--- src/hdl/rdpr_pkg.sv ---
`timescale 1ns / 1ps
// Shared constants, types and codes of the radio data packet reassembler.
package rdpr_pkg;

   localparam int BUFFER_BYTES = 1024;
   localparam int IDX_W        = $clog2(BUFFER_BYTES + 1);
   localparam int HDR_BYTES    = 10;
   localparam int HDR_IDX_W    = $clog2(HDR_BYTES);
   localparam int CAP_BYTES    = 12;
   localparam int CAP_IDX_W    = $clog2(CAP_BYTES);
   localparam int CAP_FIRST    = 12;
   localparam int POS_W        = 5;
   localparam int LEN_W        = 5;
   localparam int BLK_W        = 7;
   localparam int PAD_W        = 5;
   localparam int PLEN_W       = 11;
   localparam int SERIAL_W     = 8;

   localparam logic [POS_W-1:0] POS_MAX = '1;
   localparam logic [1:0]       CONF_SKIP = 2'd2;

   localparam logic [3:0] FMT_UDT           = 4'd0;
   localparam logic [3:0] FMT_RESPONSE      = 4'd1;
   localparam logic [3:0] FMT_UNCONF        = 4'd2;
   localparam logic [3:0] FMT_CONF          = 4'd3;
   localparam logic [3:0] FMT_SHORT_DEFINED = 4'd13;
   localparam logic [3:0] FMT_SHORT_RAW     = 4'd14;
   localparam logic [3:0] FMT_PROPRIETARY   = 4'd15;

   localparam logic [4:0] SAP_NONE = 5'd16;

   typedef enum logic [2:0] {
      KIND_HEADER       = 3'd0,
      KIND_COMPLETE     = 3'd1,
      KIND_SPURIOUS     = 3'd2,
      KIND_OUT_OF_ORDER = 3'd3,
      KIND_DROPPED      = 3'd4
   } kind_type;

   typedef logic [HDR_BYTES-1:0][7:0] hdr_bytes_type;
   typedef logic [CAP_BYTES-1:0][7:0] cap_bytes_type;

   typedef struct packed {
      logic [3:0]       format_code;
      logic [4:0]       service_point;
      logic             group_call;
      logic             answer_requested;
      logic [23:0]      source_address;
      logic [23:0]      destination_address;
      logic [BLK_W-1:0] blocks;
      logic [PAD_W-1:0] pad;
   } hdr_type;

   typedef struct packed {
      kind_type          kind;
      logic [3:0]        format_code;
      logic [4:0]        service_point;
      logic              group_call;
      logic              answer_requested;
      logic [23:0]       source_address;
      logic [23:0]       destination_address;
      logic [BLK_W-1:0]  blocks_expected;
      logic [PLEN_W-1:0] payload_length;
      logic [31:0]       ip_source;
      logic [31:0]       ip_destination;
      logic [31:0]       port_pair;
   } rsp_type;

endpackage

--- src/hdl/rdpr_if.sv ---
`timescale 1ns / 1ps
// Valid/ready channels for frame bytes in and reassembly results out.
interface rdpr_req_if;
   logic       valid;
   logic       ready;
   logic       op;
   logic [7:0] frame_byte;
   logic       frame_end;
   logic [4:0] frame_length;

   modport source (output valid, op, frame_byte, frame_end, frame_length, input ready);
   modport sink   (input valid, op, frame_byte, frame_end, frame_length, output ready);
endinterface

interface rdpr_rsp_if;
   logic        valid;
   logic        ready;
   logic [2:0]  kind;
   logic [3:0]  format_code;
   logic [4:0]  service_point;
   logic        group_call;
   logic        answer_requested;
   logic [23:0] source_address;
   logic [23:0] destination_address;
   logic [6:0]  blocks_expected;
   logic [10:0] payload_length;
   logic [31:0] ip_source;
   logic [31:0] ip_destination;
   logic [31:0] port_pair;

   modport source (output valid, kind, format_code, service_point, group_call,
                   answer_requested, source_address, destination_address,
                   blocks_expected, payload_length, ip_source, ip_destination,
                   port_pair, input ready);
   modport sink   (input valid, kind, format_code, service_point, group_call,
                   answer_requested, source_address, destination_address,
                   blocks_expected, payload_length, ip_source, ip_destination,
                   port_pair, output ready);
endinterface

--- src/hdl/radio_data_packet_reassembler.sv ---
`timescale 1ns / 1ps
// Radio data packet reassembler top level: byte stage, reassembly state, result register.
// A byte taken on req is held in the byte stage; its result is then registered in the result register for rsp.
// Throughput: one byte per cycle; the byte stage stalls only while the result register is full
// and not taken.
// Reset: synchronous, clears the header bytes, IP capture, counters, format and channel state.
module radio_data_packet_reassembler (
   input  logic              clock,
   input  logic              reset,
   rdpr_req_if.sink          req_chan,
   rdpr_rsp_if.source        rsp_chan
);

   localparam int IDX_W = rdpr_pkg::IDX_W;
   localparam int POS_W = rdpr_pkg::POS_W;

   logic                          s1_valid_ff, s1_valid_in;
   logic                          s1_op_ff;
   logic [7:0]                    s1_byte_ff;
   logic                          s1_end_ff;
   logic [rdpr_pkg::LEN_W-1:0]    s1_len_ff;

   rdpr_pkg::hdr_bytes_type       hdr_ff, hdr_in;
   rdpr_pkg::cap_bytes_type       cap_ff, cap_in;
   logic [POS_W-1:0]              pos_ff, pos_in;
   logic [rdpr_pkg::BLK_W-1:0]    blocks_ff, blocks_in;
   logic [rdpr_pkg::PAD_W-1:0]    pad_ff, pad_in;
   logic [3:0]                    fmt_ff, fmt_in;
   logic [IDX_W-1:0]              wi_ff, wi_in;
   logic [rdpr_pkg::SERIAL_W-1:0] serial_ff, serial_in;
   logic                          discard_ff, discard_in;

   logic                          rsp_valid_ff, rsp_valid_in;
   rdpr_pkg::rsp_type             rsp_ff, rsp_in;
   logic                          has_result;

   logic                          req_xfer;
   logic                          out_free;
   logic                          advance;

   rdpr_pkg::hdr_type             hdr;
   logic                          confirmed;
   logic [1:0]                    skip;
   logic [rdpr_pkg::LEN_W-1:0]    stored;
   logic [IDX_W:0]                sum;
   logic                          fits;
   logic                          first;
   logic                          spurious;
   logic                          out_of_order;
   logic                          take;
   logic                          discard_eff;
   logic [rdpr_pkg::BLK_W-1:0]    blocks_after;
   logic [IDX_W:0]                cap_pos;
   logic [IDX_W:0]                cap_off;
   logic                          completion;
   logic [IDX_W-1:0]              wi_after;
   logic [IDX_W-1:0]              plen;

   assign out_free       = !rsp_valid_ff || rsp_chan.ready;
   assign advance        = s1_valid_ff && out_free;
   assign req_chan.ready = !s1_valid_ff || out_free;
   assign req_xfer       = req_chan.valid && req_chan.ready;

   always_comb begin
      if (req_xfer) begin
         s1_valid_in = 1'b1;
      end else if (advance) begin
         s1_valid_in = 1'b0;
      end else begin
         s1_valid_in = s1_valid_ff;
      end
   end

   always_ff @(posedge clock) begin
      if (reset) begin
         s1_valid_ff <= 1'b0;
      end else begin
         s1_valid_ff <= s1_valid_in;
      end
      if (req_xfer) begin
         s1_op_ff   <= req_chan.op;
         s1_byte_ff <= req_chan.frame_byte;
         s1_end_ff  <= req_chan.frame_end;
         s1_len_ff  <= req_chan.frame_length;
      end
   end

   always_comb begin
      hdr_in = hdr_ff;
      if (!s1_op_ff && pos_ff < POS_W'(rdpr_pkg::HDR_BYTES)) begin
         hdr_in[pos_ff[rdpr_pkg::HDR_IDX_W-1:0]] = s1_byte_ff;
      end
   end

   rdpr_hdr_dec u_hdr_dec (
      .hdr_bytes (hdr_in),
      .hdr       (hdr)
   );

   always_comb begin
      confirmed    = fmt_ff != rdpr_pkg::FMT_UNCONF && fmt_ff != rdpr_pkg::FMT_UDT;
      skip         = (fmt_ff == rdpr_pkg::FMT_UNCONF) ? 2'd0 : rdpr_pkg::CONF_SKIP;
      if (fmt_ff == rdpr_pkg::FMT_UDT) begin
         stored = '0;
      end else if (s1_len_ff > rdpr_pkg::LEN_W'(skip)) begin
         stored = s1_len_ff - rdpr_pkg::LEN_W'(skip);
      end else begin
         stored = '0;
      end
      sum          = (IDX_W + 1)'(wi_ff) + (IDX_W + 1)'(stored);
      fits         = sum <= (IDX_W + 1)'(rdpr_pkg::BUFFER_BYTES);
      first        = pos_ff == '0;
      spurious     = first && blocks_ff == '0;
      out_of_order = first && !spurious && confirmed
                     && {1'b0, s1_byte_ff[7:1]} != serial_ff;
      take         = first && !spurious && !out_of_order;
      discard_eff  = first ? (spurious || out_of_order) : discard_ff;
      blocks_after = take ? blocks_ff - 1'b1 : blocks_ff;
      cap_pos      = (IDX_W + 1)'(wi_ff) + (IDX_W + 1)'(pos_ff) - (IDX_W + 1)'(skip);
      cap_off      = cap_pos - (IDX_W + 1)'(rdpr_pkg::CAP_FIRST);
      completion   = s1_end_ff && !discard_eff && blocks_after == '0;
      wi_after     = (s1_end_ff && !discard_eff && fits) ? sum[IDX_W-1:0] : wi_ff;
      plen         = (wi_after > IDX_W'(pad_ff)) ? wi_after - IDX_W'(pad_ff) : '0;

      cap_in = cap_ff;
      if (s1_op_ff && !discard_eff && fmt_ff != rdpr_pkg::FMT_UDT
          && pos_ff >= POS_W'(skip) && fits
          && cap_pos >= (IDX_W + 1)'(rdpr_pkg::CAP_FIRST)
          && cap_pos < (IDX_W + 1)'(rdpr_pkg::CAP_FIRST + rdpr_pkg::CAP_BYTES)) begin
         cap_in[cap_off[rdpr_pkg::CAP_IDX_W-1:0]] = s1_byte_ff;
      end
   end

   always_comb begin
      blocks_in  = blocks_ff;
      pad_in     = pad_ff;
      fmt_in     = fmt_ff;
      wi_in      = wi_ff;
      serial_in  = serial_ff;
      discard_in = discard_ff;
      if (!s1_op_ff) begin
         if (s1_end_ff) begin
            blocks_in  = hdr.blocks;
            pad_in     = hdr.pad;
            fmt_in     = hdr.format_code;
            wi_in      = '0;
            serial_in  = '0;
            discard_in = 1'b0;
         end
      end else begin
         blocks_in  = blocks_after;
         wi_in      = wi_after;
         serial_in  = (take && confirmed) ? serial_ff + 1'b1 : serial_ff;
         discard_in = s1_end_ff ? 1'b0 : discard_eff;
      end
      if (s1_end_ff) begin
         pos_in = '0;
      end else if (pos_ff < rdpr_pkg::POS_MAX) begin
         pos_in = pos_ff + 1'b1;
      end else begin
         pos_in = pos_ff;
      end
   end

   always_comb begin
      rsp_in     = '0;
      has_result = 1'b0;
      if (!s1_op_ff) begin
         has_result                 = s1_end_ff;
         rsp_in.kind                = rdpr_pkg::KIND_HEADER;
         rsp_in.format_code         = hdr.format_code;
         rsp_in.service_point       = hdr.service_point;
         rsp_in.group_call          = hdr.group_call;
         rsp_in.answer_requested    = hdr.answer_requested;
         rsp_in.source_address      = hdr.source_address;
         rsp_in.destination_address = hdr.destination_address;
         rsp_in.blocks_expected     = hdr.blocks;
      end else if (completion) begin
         has_result            = 1'b1;
         rsp_in.kind           = rdpr_pkg::KIND_COMPLETE;
         rsp_in.payload_length = rdpr_pkg::PLEN_W'(plen);
         rsp_in.ip_source      = {cap_in[0], cap_in[1], cap_in[2], cap_in[3]};
         rsp_in.ip_destination = {cap_in[4], cap_in[5], cap_in[6], cap_in[7]};
         rsp_in.port_pair      = {cap_in[8], cap_in[9], cap_in[10], cap_in[11]};
      end else if (spurious) begin
         has_result  = 1'b1;
         rsp_in.kind = rdpr_pkg::KIND_SPURIOUS;
      end else if (out_of_order) begin
         has_result  = 1'b1;
         rsp_in.kind = rdpr_pkg::KIND_OUT_OF_ORDER;
      end else if (take && !fits) begin
         has_result  = 1'b1;
         rsp_in.kind = rdpr_pkg::KIND_DROPPED;
      end
   end

   always_comb begin
      if (advance) begin
         rsp_valid_in = has_result;
      end else if (rsp_chan.ready) begin
         rsp_valid_in = 1'b0;
      end else begin
         rsp_valid_in = rsp_valid_ff;
      end
   end

   always_ff @(posedge clock) begin
      if (reset) begin
         hdr_ff       <= '0;
         cap_ff       <= '0;
         pos_ff       <= '0;
         blocks_ff    <= '0;
         pad_ff       <= '0;
         fmt_ff       <= '0;
         wi_ff        <= '0;
         serial_ff    <= '0;
         discard_ff   <= 1'b0;
         rsp_valid_ff <= 1'b0;
      end else begin
         rsp_valid_ff <= rsp_valid_in;
         if (advance) begin
            hdr_ff     <= hdr_in;
            cap_ff     <= cap_in;
            pos_ff     <= pos_in;
            blocks_ff  <= blocks_in;
            pad_ff     <= pad_in;
            fmt_ff     <= fmt_in;
            wi_ff      <= wi_in;
            serial_ff  <= serial_in;
            discard_ff <= discard_in;
         end
      end
   end

   always_ff @(posedge clock) begin
      if (advance && has_result) begin
         rsp_ff <= rsp_in;
      end
   end

   assign rsp_chan.valid               = rsp_valid_ff;
   assign rsp_chan.kind                = rsp_ff.kind;
   assign rsp_chan.format_code         = rsp_ff.format_code;
   assign rsp_chan.service_point       = rsp_ff.service_point;
   assign rsp_chan.group_call          = rsp_ff.group_call;
   assign rsp_chan.answer_requested    = rsp_ff.answer_requested;
   assign rsp_chan.source_address      = rsp_ff.source_address;
   assign rsp_chan.destination_address = rsp_ff.destination_address;
   assign rsp_chan.blocks_expected     = rsp_ff.blocks_expected;
   assign rsp_chan.payload_length      = rsp_ff.payload_length;
   assign rsp_chan.ip_source           = rsp_ff.ip_source;
   assign rsp_chan.ip_destination      = rsp_ff.ip_destination;
   assign rsp_chan.port_pair           = rsp_ff.port_pair;

endmodule

--- src/hdl/rdpr_hdr_dec.sv ---
`timescale 1ns / 1ps
// Data header field decoder: format, SAP, flags, addresses, blocks and pad.
module rdpr_hdr_dec (
   input  rdpr_pkg::hdr_bytes_type hdr_bytes,
   output rdpr_pkg::hdr_type       hdr
);

   logic [7:0] b0;
   logic [7:0] b1;

   assign b0 = hdr_bytes[0];
   assign b1 = hdr_bytes[1];

   always_comb begin
      hdr                     = '0;
      hdr.format_code         = b0[3:0];
      hdr.group_call          = b0[7];
      hdr.answer_requested    = b0[6];
      hdr.destination_address = {hdr_bytes[2], hdr_bytes[3], hdr_bytes[4]};
      hdr.source_address      = {hdr_bytes[5], hdr_bytes[6], hdr_bytes[7]};
      unique case (b0[3:0])
         rdpr_pkg::FMT_UDT: begin
            hdr.service_point = {1'b0, b1[7:4]};
         end
         rdpr_pkg::FMT_RESPONSE, rdpr_pkg::FMT_UNCONF, rdpr_pkg::FMT_CONF: begin
            hdr.service_point = {1'b0, b1[7:4]};
            hdr.blocks        = hdr_bytes[8][6:0];
            hdr.pad           = {b0[4], b1[3:0]};
         end
         rdpr_pkg::FMT_SHORT_DEFINED: begin
            hdr.service_point = {1'b0, b1[7:4]};
            hdr.blocks        = {1'b0, b0[5:4], b1[3:0]};
         end
         rdpr_pkg::FMT_SHORT_RAW: begin
            hdr.service_point = {1'b0, b1[7:4]};
         end
         rdpr_pkg::FMT_PROPRIETARY: begin
            hdr.service_point = {1'b0, b0[7:4]};
         end
         default: begin
            hdr.service_point = rdpr_pkg::SAP_NONE;
         end
      endcase
   end

endmodule

--- src/flat_wrapper.sv ---
// flat-port wrapper written by rule: the top's interface ports become plain ports
module radio_data_packet_reassembler_flat 
  (clock, reset, req_chan_valid, req_chan_op, req_chan_frame_byte, req_chan_frame_end, req_chan_frame_length, req_chan_ready, rsp_chan_valid, rsp_chan_kind, rsp_chan_format_code, rsp_chan_service_point, rsp_chan_group_call, rsp_chan_answer_requested, rsp_chan_source_address, rsp_chan_destination_address, rsp_chan_blocks_expected, rsp_chan_payload_length, rsp_chan_ip_source, rsp_chan_ip_destination, rsp_chan_port_pair, rsp_chan_ready);
  rdpr_req_if req_chan_i ();
  rdpr_rsp_if rsp_chan_i ();
  input  logic clock;
  input  logic reset;
  input wire logic [$bits(req_chan_i.valid)-1:0] req_chan_valid;
  input wire logic [$bits(req_chan_i.op)-1:0] req_chan_op;
  input wire logic [$bits(req_chan_i.frame_byte)-1:0] req_chan_frame_byte;
  input wire logic [$bits(req_chan_i.frame_end)-1:0] req_chan_frame_end;
  input wire logic [$bits(req_chan_i.frame_length)-1:0] req_chan_frame_length;
  output wire logic [$bits(req_chan_i.ready)-1:0] req_chan_ready;
  output wire logic [$bits(rsp_chan_i.valid)-1:0] rsp_chan_valid;
  output wire logic [$bits(rsp_chan_i.kind)-1:0] rsp_chan_kind;
  output wire logic [$bits(rsp_chan_i.format_code)-1:0] rsp_chan_format_code;
  output wire logic [$bits(rsp_chan_i.service_point)-1:0] rsp_chan_service_point;
  output wire logic [$bits(rsp_chan_i.group_call)-1:0] rsp_chan_group_call;
  output wire logic [$bits(rsp_chan_i.answer_requested)-1:0] rsp_chan_answer_requested;
  output wire logic [$bits(rsp_chan_i.source_address)-1:0] rsp_chan_source_address;
  output wire logic [$bits(rsp_chan_i.destination_address)-1:0] rsp_chan_destination_address;
  output wire logic [$bits(rsp_chan_i.blocks_expected)-1:0] rsp_chan_blocks_expected;
  output wire logic [$bits(rsp_chan_i.payload_length)-1:0] rsp_chan_payload_length;
  output wire logic [$bits(rsp_chan_i.ip_source)-1:0] rsp_chan_ip_source;
  output wire logic [$bits(rsp_chan_i.ip_destination)-1:0] rsp_chan_ip_destination;
  output wire logic [$bits(rsp_chan_i.port_pair)-1:0] rsp_chan_port_pair;
  input wire logic [$bits(rsp_chan_i.ready)-1:0] rsp_chan_ready;
  assign req_chan_i.valid = req_chan_valid;
  assign req_chan_i.op = req_chan_op;
  assign req_chan_i.frame_byte = req_chan_frame_byte;
  assign req_chan_i.frame_end = req_chan_frame_end;
  assign req_chan_i.frame_length = req_chan_frame_length;
  assign req_chan_ready = req_chan_i.ready;
  assign rsp_chan_valid = rsp_chan_i.valid;
  assign rsp_chan_kind = rsp_chan_i.kind;
  assign rsp_chan_format_code = rsp_chan_i.format_code;
  assign rsp_chan_service_point = rsp_chan_i.service_point;
  assign rsp_chan_group_call = rsp_chan_i.group_call;
  assign rsp_chan_answer_requested = rsp_chan_i.answer_requested;
  assign rsp_chan_source_address = rsp_chan_i.source_address;
  assign rsp_chan_destination_address = rsp_chan_i.destination_address;
  assign rsp_chan_blocks_expected = rsp_chan_i.blocks_expected;
  assign rsp_chan_payload_length = rsp_chan_i.payload_length;
  assign rsp_chan_ip_source = rsp_chan_i.ip_source;
  assign rsp_chan_ip_destination = rsp_chan_i.ip_destination;
  assign rsp_chan_port_pair = rsp_chan_i.port_pair;
  assign rsp_chan_i.ready = rsp_chan_ready;
  radio_data_packet_reassembler u_core (.clock(clock), .reset(reset), .req_chan(req_chan_i), .rsp_chan(rsp_chan_i));
endmodule
--- config.mk ---
export PLATFORM = sky130hd
export DESIGN_NAME = radio_data_packet_reassembler_flat
export DESIGN_NICKNAME = d
export VERILOG_FILES = /design/src/hdl/rdpr_pkg.sv /design/src/hdl/rdpr_if.sv /design/src/hdl/radio_data_packet_reassembler.sv /design/src/hdl/rdpr_hdr_dec.sv /design/src/flat_wrapper.sv
export SDC_FILE = /design/constraint.sdc
export NUM_CORES = 1
export LEC_CHECK = 0
export BUFFER_PORTS_ARGS = -buffer_cell sky130_fd_sc_hd__buf_2
export CAP_MARGIN = 40
export CORE_ASPECT_RATIO = 0.7
export CORE_MARGIN = 4
export CORE_UTILIZATION = 60
export DETAILED_ROUTE_END_ITERATION = 12
export PLACE_DENSITY = 0.8
export SLEW_MARGIN = 20
export SYNTH_ARGS = -nofsm -noshare
export SYNTH_HDL_FRONTEND = slang
export SYNTH_SLANG_ARGS = --single-unit
--- constraint.sdc ---
create_clock -name clock -period 17.4 [get_ports clock]
set_input_delay 0.87 -clock clock [delete_from_list [all_inputs] [get_ports clock]]
set_output_delay 0.87 -clock clock [all_outputs]
set_load 0.05 [all_outputs]
=== Word level (Yosys, flattened, before mapping) ===
Cells that the tools add are included.

* Register bits after elaboration: 410
* Bits of input ports: 19
* Word-level logic and storage cells: 178
* Output and inout bits: 178

* Equal/unequal tests: 10
* Bitwise gates (word level): 1
* Reductions and logical operators: 54
* Order comparisons: 12
* $add $sub $neg: 9
* Muxes and demuxes: 42

{| class="wikitable"
|+ Operator list
! operator !! count
|-
| bitwise mux 96 bit || 1
|-
| 2-to-1 mux 96 bit || 1
|-
| bitwise mux 80 bit || 1
|-
| 2-to-1 mux 71 bit || 1
|-
| demux 8 bit (select 4 bit) || 2
|-
| 2-to-1 mux 8 bit || 5
|-
| 2-to-1 mux 11 bit || 3
|-
| 2-to-1 mux 5 bit || 5
|-
| adder 11 x 5 -> 12 bit || 2
|-
| logical AND 1 bit || 23
|-
| 2-to-1 mux 7 bit || 3
|-
| logical NOT 7 bit || 2
|-
| 2-to-1 mux 1 bit || 14
|-
| case mux 7 bit (2 select lines) || 1
|-
| equality test 4 x 2 -> 1 bit (second input constant) || 3
|-
| equality test 4 bit (second input constant) || 3
|-
| greater-or-equal comparator 12 x 4 -> 1 bit (second input constant) || 1
|-
| <= comparator 12 x 11 -> 1 bit (second input constant) || 1
|-
| less-than comparator 12 x 5 -> 1 bit (second input constant) || 1
|-
| subtractor 12 x 2 -> 12 bit || 1
|-
| greater-than comparator 11 x 5 -> 1 bit || 1
|-
| subtractor 11 x 5 -> 11 bit || 1
|-
| less-than comparator 4 x 5 -> 1 bit (second input constant) || 2
|-
| case mux 5 bit (2 select lines) || 1
|-
| other kinds (29) || 49
|}

=== Longest topological paths before layout ===
* Depth in word-level cells: 16
* Depth in mapped cells: 30
* Gate-level depth less buffers: 28

=== Modules after synthesis ===
From an unflattened synthesis, not the netlist that was laid out.

* Cells, all modules: 2131
* Area total of the unflattened synthesis: 21053.9 um2

{| class="wikitable"
|+ By module, submodules not included
! module !! area an instance (um2) !! sequential area each (um2) !! instances !! cells each
|-
| radio_data_packet_reassembler || 20285.7 || 10119.7 || 1 || 2018
|-
| rdpr_hdr_dec || 768.2 || 0.0 || 1 || 113
|}

=== Worst setup path after synthesis ===
No wires, ideal clock.

* Kind: flip-flop to flip-flop
* Start: reg u_core.fmt_ff[0]
* End: reg u_core.rsp_ff (netlist bit u_core.rsp_chan.answer_requested), enable pin
* Data arrival time: 6881 ps
* Period minus slack after synthesis: 7408 ps
* Buffers on the path: 1
* Slack: 9992 ps
* Required time: 16873 ps
* Stages on the path, launching flop included: 18
* Path through: dfxtp_1 nor3_1 nand2_1 ha_1 ha_1 a31oi_1 o32ai_1 or2_2 fa_1 nand2b_1 a21oi_1 xor2_1 nor4b_4 a31o_1 buf_6 o21ai_0 o21ai_0 inv_1

* Word-level cells in the longest chain between the ends: 15
* Elaborated cells on any way between the ends: 31
* Classes of those cells: 2 x add/sub; 2 x order compare; 2 x eq/ne; 10 x mux; 15 x reduce/logical

{| class="wikitable"
|+ Ends and longest elaborated chain
! what !! line !! text
|-
| from (decl) || radio_data_packet_reassembler.sv:28 || <nowiki>logic [3:0] fmt_ff, fmt_in;</nowiki>
|-
| from (signal assigned) || radio_data_packet_reassembler.sv:227 || <nowiki>fmt_ff <= fmt_in;</nowiki>
|-
| equality test 4 x 2 -> 1 bit || radio_data_packet_reassembler.sv:102 || <nowiki>skip = (fmt_ff == rdpr_pkg::FMT_UNCONF) ? 2'd0 : rdpr_pkg::CONF_SKIP;</nowiki>
|-
| 2-to-1 mux 2 bit || radio_data_packet_reassembler.sv:102 ||
|-
| subtractor 5 x 2 -> 5 bit / greater-than comparator 5 x 2 -> 1 bit (equally long branches) || radio_data_packet_reassembler.sv:106, radio_data_packet_reassembler.sv:105 ||
|-
| 2-to-1 mux 5 bit || radio_data_packet_reassembler.sv:105 || <nowiki>end else if (s1_len_ff > rdpr_pkg::LEN_W'(skip)) begin</nowiki>
|-
| 2-to-1 mux 5 bit || radio_data_packet_reassembler.sv:103 || <nowiki>if (fmt_ff == rdpr_pkg::FMT_UDT) begin</nowiki>
|-
| adder 11 x 5 -> 12 bit || radio_data_packet_reassembler.sv:110 || <nowiki>sum = (IDX_W + 1)'(wi_ff) + (IDX_W + 1)'(stored);</nowiki>
|-
| <= comparator 12 x 11 -> 1 bit || radio_data_packet_reassembler.sv:111 || <nowiki>fits = sum <= (IDX_W + 1)'(rdpr_pkg::BUFFER_BYTES);</nowiki>
|-
| logical NOT 1 bit || radio_data_packet_reassembler.sv:191 || <nowiki>end else if (take && !fits) begin</nowiki>
|-
| logical AND 1 bit || radio_data_packet_reassembler.sv:191 ||
|-
| 2-to-1 mux 1 bit || radio_data_packet_reassembler.sv:191 ||
|-
| 2-to-1 mux 1 bit || radio_data_packet_reassembler.sv:188 || <nowiki>end else if (out_of_order) begin</nowiki>
|-
| 2-to-1 mux 1 bit || radio_data_packet_reassembler.sv:185 || <nowiki>end else if (spurious) begin</nowiki>
|-
| 2-to-1 mux 1 bit (*) || radio_data_packet_reassembler.sv:178 || <nowiki>end else if (completion) begin</nowiki>
|-
| 2-to-1 mux 1 bit (*) || radio_data_packet_reassembler.sv:168 || <nowiki>if (!s1_op_ff) begin</nowiki>
|-
| logical AND 1 bit (*) || radio_data_packet_reassembler.sv:236 || <nowiki>if (advance && has_result) begin</nowiki>
|-
| to (signal assigned) || radio_data_packet_reassembler.sv:237 || <nowiki>rsp_ff <= rsp_in;</nowiki>
|-
| to (decl) || radio_data_packet_reassembler.sv:34 || <nowiki>rdpr_pkg::rsp_type rsp_ff, rsp_in;</nowiki>
|}

Mark *: on every way between the ends. The rest lies on a longest branch, timed or not.
A chain may end at the register's enable or synchronous reset.

=== Worst setup path after layout ===
* Start: reg u_core.fmt_ff[0]
* End: reg u_core.rsp_ff (netlist bit u_core.rsp_chan.payload_length[2]) (data pin)

* Word-level cells in the longest chain between the ends: 12
* Elaborated cells on any way between the ends: 28
* Classes of those cells: 3 x add/sub; 3 x order compare; 2 x eq/ne; 6 x mux; 14 x reduce/logical

{| class="wikitable"
|+ Ends and longest elaborated chain
! what
|-
| branches (longest 12 deep; another with adder 11 x 5 -> 12 bit)
|}

Several ways; the timed one is not identified.

==> implementation parameters <==
Parameter                              Value

CTS
  Clock buffer count from CTS ... 37
  Count of hold buffers inserted by post-cts repair ... 0
  CTS clock-pin slew for the worst setup and hold paths ... 70 ps
  TritonCTS clock tree ... yes
  Clock insertion delay at the later pin of the skew report ... 550 ps
  Root buf cell ... sky130_fd_sc_hd__clkbuf_16
  Post-cts resize count ... 0
  Longest Clk Path Bufs ... 3
  Number of clock sinks ... 401
  H-tree Lvls ... 2
  Post-CTS Setup Repair Bufs ... 0

Floorplanning
  Std cell rows ... 55
  Starting Density ... 0.609
  Height of the die ... 159 um
  Area enclosed by the die boundary ... 35700 um^2
  Core Box Area ... 32300 um^2
  DIE WIDTH ... 224 um
  Total I/O pin count ... 197

Timing
  Final setup vio count ... 0
  Setup repair after global routing missed its margin ... no
  Worst-margin pin slew ... 871 ps
  Maximum operating frequency ... 147 MHz
  Clk_skew ... 21.7 ps
  Share of the clock period used by the worst path after layout ... 0.392
  Worst hold margin ... 458 ps
  Worst setup slack after layout ... 10580 ps
  Total negative slack for setup checks ... 0 ps
  Time the final worst path needs with I/O delays and setup ... 6820 ps
  Worst slew slack as a fraction of its limit ... 0.402
  Final Hold Vio Count ... 0
  Total count of max-transition violations in the final report ... 0

Critical path
  Startpoint types ... flip-flop
  Worst R2R Start ... u_core.fmt_ff[0]$_SDFFE_PP0P_
  Slack of the worst reg-to-reg path ... 10580 ps
  Setup crit end kind ... flip-flop
  Crit. path cell count ... 27
  Worst-case reg-to-reg path depth ... 27
  Data arrival time at the worst-slack endpoint ... 7090 ps
  Delay of the slowest cell on the worst path ... 600 ps
  Reg2Reg Capture Point ... u_core.rsp_chan.payload_length[2]$_SDFFCE_PN0P_
  Master of the slowest instance on the critical path ... sky130_fd_sc_hd__o311ai_2
  Category of cells accounting for the largest share of critical-path delay ... compound AO/OA/AOI/OAI gates
  Path type of the worst setup path ... flip-flop to flip-flop
  Maximum net fanout on the critical path ... 10
  Critical Path RT ... 17670 ps
  Critical path destination ... u_core.rsp_chan.payload_length[2]$_SDFFCE_PN0P_
  Buffers plus inverters on the worst setup path ... 1
  CP Launch Point ... u_core.fmt_ff[0]$_SDFFE_PP0P_

Cells and area
  Antenna diode instance count ... 0
  Area growth syn-to-layout ... 11.9%
  Commonest cells after routing, fill and taps aside ... sky130_fd_sc_hd__mux2i_1 (232), sky130_fd_sc_hd__nor2_1 (223), sky130_fd_sc_hd__dfxtp_1 (210)
  Share of final-layout standard cells stronger than drive strength 1 ... 0.206
  Nets ... 2098
  Most common library cell in the layout ignoring fill and taps ... sky130_fd_sc_hd__mux2i_1
  Final Util ... 0.681
  Post-route standard cell area excluding fillers ... 22000 um^2
  Fin cells ... 2493

Synth
  Number of synthesized register bits ... 401
  Yosys warns ... 0
  Synth top area cells ... sky130_fd_sc_hd__edfxtp_1 (29%), sky130_fd_sc_hd__dfxtp_1 (21%), sky130_fd_sc_hd__mux2i_1 (12%)
  Cell accounting for the most synthesized area ... sky130_fd_sc_hd__edfxtp_1
  Share of synthesized flip-flops with an asynchronous set or reset ... 0
  Number of synthesized flops with an enable pin ... 191
  Average cell area after synthesis ... 10.4 um^2
  Instance count of the mapped netlist ... 1894
  Number of distinct library cells after synthesis ... 89
  Predominant post-synthesis flop cell ... sky130_fd_sc_hd__dfxtp_1
  Sequential area share after synthesis ... 0.506
  Share of the synthesized area in the top cell type ... 0.292
  Area of the mapped netlist ... 19600 um^2
  Number of nets produced by synthesis ... 1955

Pwr
  Fraction of power consumed by combinational cells ... 0.094
  Switching power summed over all nets ... 512 uW
  Worst ir drop on vdd ... 82.8 uV
  Power density cells ... 92.4 nW/um^2
  Total power after layout ... 2.03 mW
  Switch share ... 0.252
  Proportion of power drawn by flip-flops and latches ... 0.502
  Leakage dissipation ... 7.86 nW
  Portion of total power attributed to the clock network ... 0.404
  Total internal power ... 1.52 mW

Routing
  DRC viols ... 0
  Router iterations before antenna repair ... 6
  Wirelength, routed ... 47100 um
  Number of antenna-violating nets in the routed design ... 0
  Routed wirelength normalized by instance count ... 18.9 um
  Vias ... 14600
  Post-DR vias/cell ... 5.84
  Iteration-0 DRC count of the detailed router ... 1476

Placement
  RD Place Congestion ... 0.914
  Worst setup slack after placement ... 10680 ps
  Placed wire-length estimate after detailed placement ... 31100 um
  Placed Cells incl. Taps ... 2421
  Placement Cell Area ... 20700 um^2
  Number of buffers added on ports ... 196

Outcome
  Run status ... complete, no violations

GRT
  Vias in the first global route ... 14100
  Maximum number of pins on one net before global-route repair ... 91
  First-pass GRT wire length ... 75500 um
  Aggregate global routing overflow ... 0
  Number of antenna violations at the first check in global routing ... 0
  Overall Global Routing Usage ... 0.257

Run
  Max-cap viol count ... 0

Worst hold path
  Hold Crit Class ... flip-flop to flip-flop
  Source of the worst hold timing path ... u_core.hdr_ff[48]$_SDFFE_PP0P_
-- metal layers --
| metal | vias up | share of wire | global-route usage |
|---|---|---|---|
| li1 | 6970 | - | - |
| met1 | 6978 | 0.44 | 0.365 |
| met2 | 532 | 0.46 | 0.406 |
| met3 | 84 | 0.074 | 0.0511 |
| met4 | 0 | 0.027 | 0.0749 |
| met5 | - | 0 | 0 |
-- cell usage after synthesis (all sizes together), types with 9 or more instances --
| master | number |
|---|---|
| nor2 | 319 |
| mux2i | 232 |
| dfxtp | 210 |
| nand2 | 202 |
| edfxtp | 191 |
| a21oi | 134 |
| clkbuf | 75 |
| nand3 | 72 |
| o21ai | 70 |
| inv | 46 |
| ha | 39 |
| buf | 35 |
| nor4 | 33 |
| nor3 | 21 |
| xnor2 | 15 |
| xor2 | 15 |
| nand2b | 13 |
| a211oi | 12 |
| o22ai | 12 |
| nand4 | 11 |
| a31oi | 9 |
| or3 | 9 |
-- power by group through the flow --
stage / combinational, mW / sequential, mW / clock [mW]
2_1_floorplan: 0.0828 / 1.10 / 0
3_3_place_gp: 0.183 / 1.04 / 0
3_5_place_dp: 0.189 / 1.04 / 0
4_1_cts: 0.190 / 1.02 / 0.832
5_1_grt: 0.203 / 1.02 / 0.874
6_report: 0.191 / 1.02 / 0.821
-- how the worst min path moves through the flow --
stage	end	cells past startpoint
after floorplan	u_core.pad_ff[0]$_SDFFE_PP0P_	2
after global placement	u_core.hdr_ff[35]$_SDFFE_PP0P_	2
after detailed placement	u_core.hdr_ff[49]$_SDFFE_PP0P_	2
after CTS	u_core.hdr_ff[49]$_SDFFE_PP0P_	2
after global routing	u_core.hdr_ff[41]$_SDFFE_PP0P_	2
final	u_core.hdr_ff[48]$_SDFFE_PP0P_	2
-- cells by family (layout without fill, tap and decap cells) --
kind of cell,after synthesis,count (layout),share of synthesized area
flip-flops,401,401,0.506
XOR/XNOR,30,30,0.0134
buffers and inverters,166,338,0.0472
AO/OA/AOI/OAI,299,299,0.0931
multiplexers,232,232,0.118
adder cells (fa/ha/maj),42,42,0.0279
AND/OR/NAND/NOR,724,724,0.194
-- state kept, by name, indices dropped and copies added (netlist names), 3 cells and up --
name / flops
u_core.blocks_ff: 7
u_core.cap_ff: 96
u_core.fmt_ff: 4
u_core.hdr_ff: 71
u_core.pad_ff: 5
u_core.pos_ff: 5
u_core.rsp_chan.blocks_expected: 7
u_core.rsp_chan.destination_address: 24
u_core.rsp_chan.format_code: 4
u_core.rsp_chan.ip_destination: 32
u_core.rsp_chan.ip_source: 32
u_core.rsp_chan.kind: 3
u_core.rsp_chan.payload_length: 11
u_core.rsp_chan.port_pair: 32
u_core.rsp_chan.service_point: 5
u_core.rsp_chan.source_address: 24
u_core.s1_byte_ff: 8
u_core.s1_len_ff: 5
u_core.serial_ff: 8
u_core.wi_ff: 11
-- layout make-up --
cell class	instances	area [um^2]
fillers	2435	10300
flip-flops and latches	401	9940
multi-input cells	1327	8800
repair buffers	224	1300
clock buffers	56	1090
well taps	427	534
inverters	46	178
clock inverters	12	128
-- worst reg2reg max path, stage by stage, from the launching register on --
cell	delay, ps
sky130_fd_sc_hd__dfxtp_1	320
sky130_fd_sc_hd__nor3_1	390
sky130_fd_sc_hd__nand2_1	180
sky130_fd_sc_hd__ha_1	230
sky130_fd_sc_hd__ha_1	210
sky130_fd_sc_hd__a31oi_1	160
sky130_fd_sc_hd__o32ai_1	160
sky130_fd_sc_hd__nor2_1	140
sky130_fd_sc_hd__ha_1	180
sky130_fd_sc_hd__inv_1	60
sky130_fd_sc_hd__fa_1	420
sky130_fd_sc_hd__nor2b_1	230
sky130_fd_sc_hd__o2111ai_1	160
sky130_fd_sc_hd__a221oi_1	320
sky130_fd_sc_hd__o32a_2	230
sky130_fd_sc_hd__a31o_1	480
sky130_fd_sc_hd__nand2_1	120
sky130_fd_sc_hd__o21ai_0	340
sky130_fd_sc_hd__ha_1	310
sky130_fd_sc_hd__nor2b_1	130
sky130_fd_sc_hd__o21ai_0	210
sky130_fd_sc_hd__a21boi_0	160
sky130_fd_sc_hd__o21ai_0	210
sky130_fd_sc_hd__nand2b_1	130
sky130_fd_sc_hd__o21ai_0	160
sky130_fd_sc_hd__nand4_1	170
sky130_fd_sc_hd__o311ai_2	600
sky130_fd_sc_hd__nor3_1	140
No activity file was read; power rests on OpenSTA's default activity.
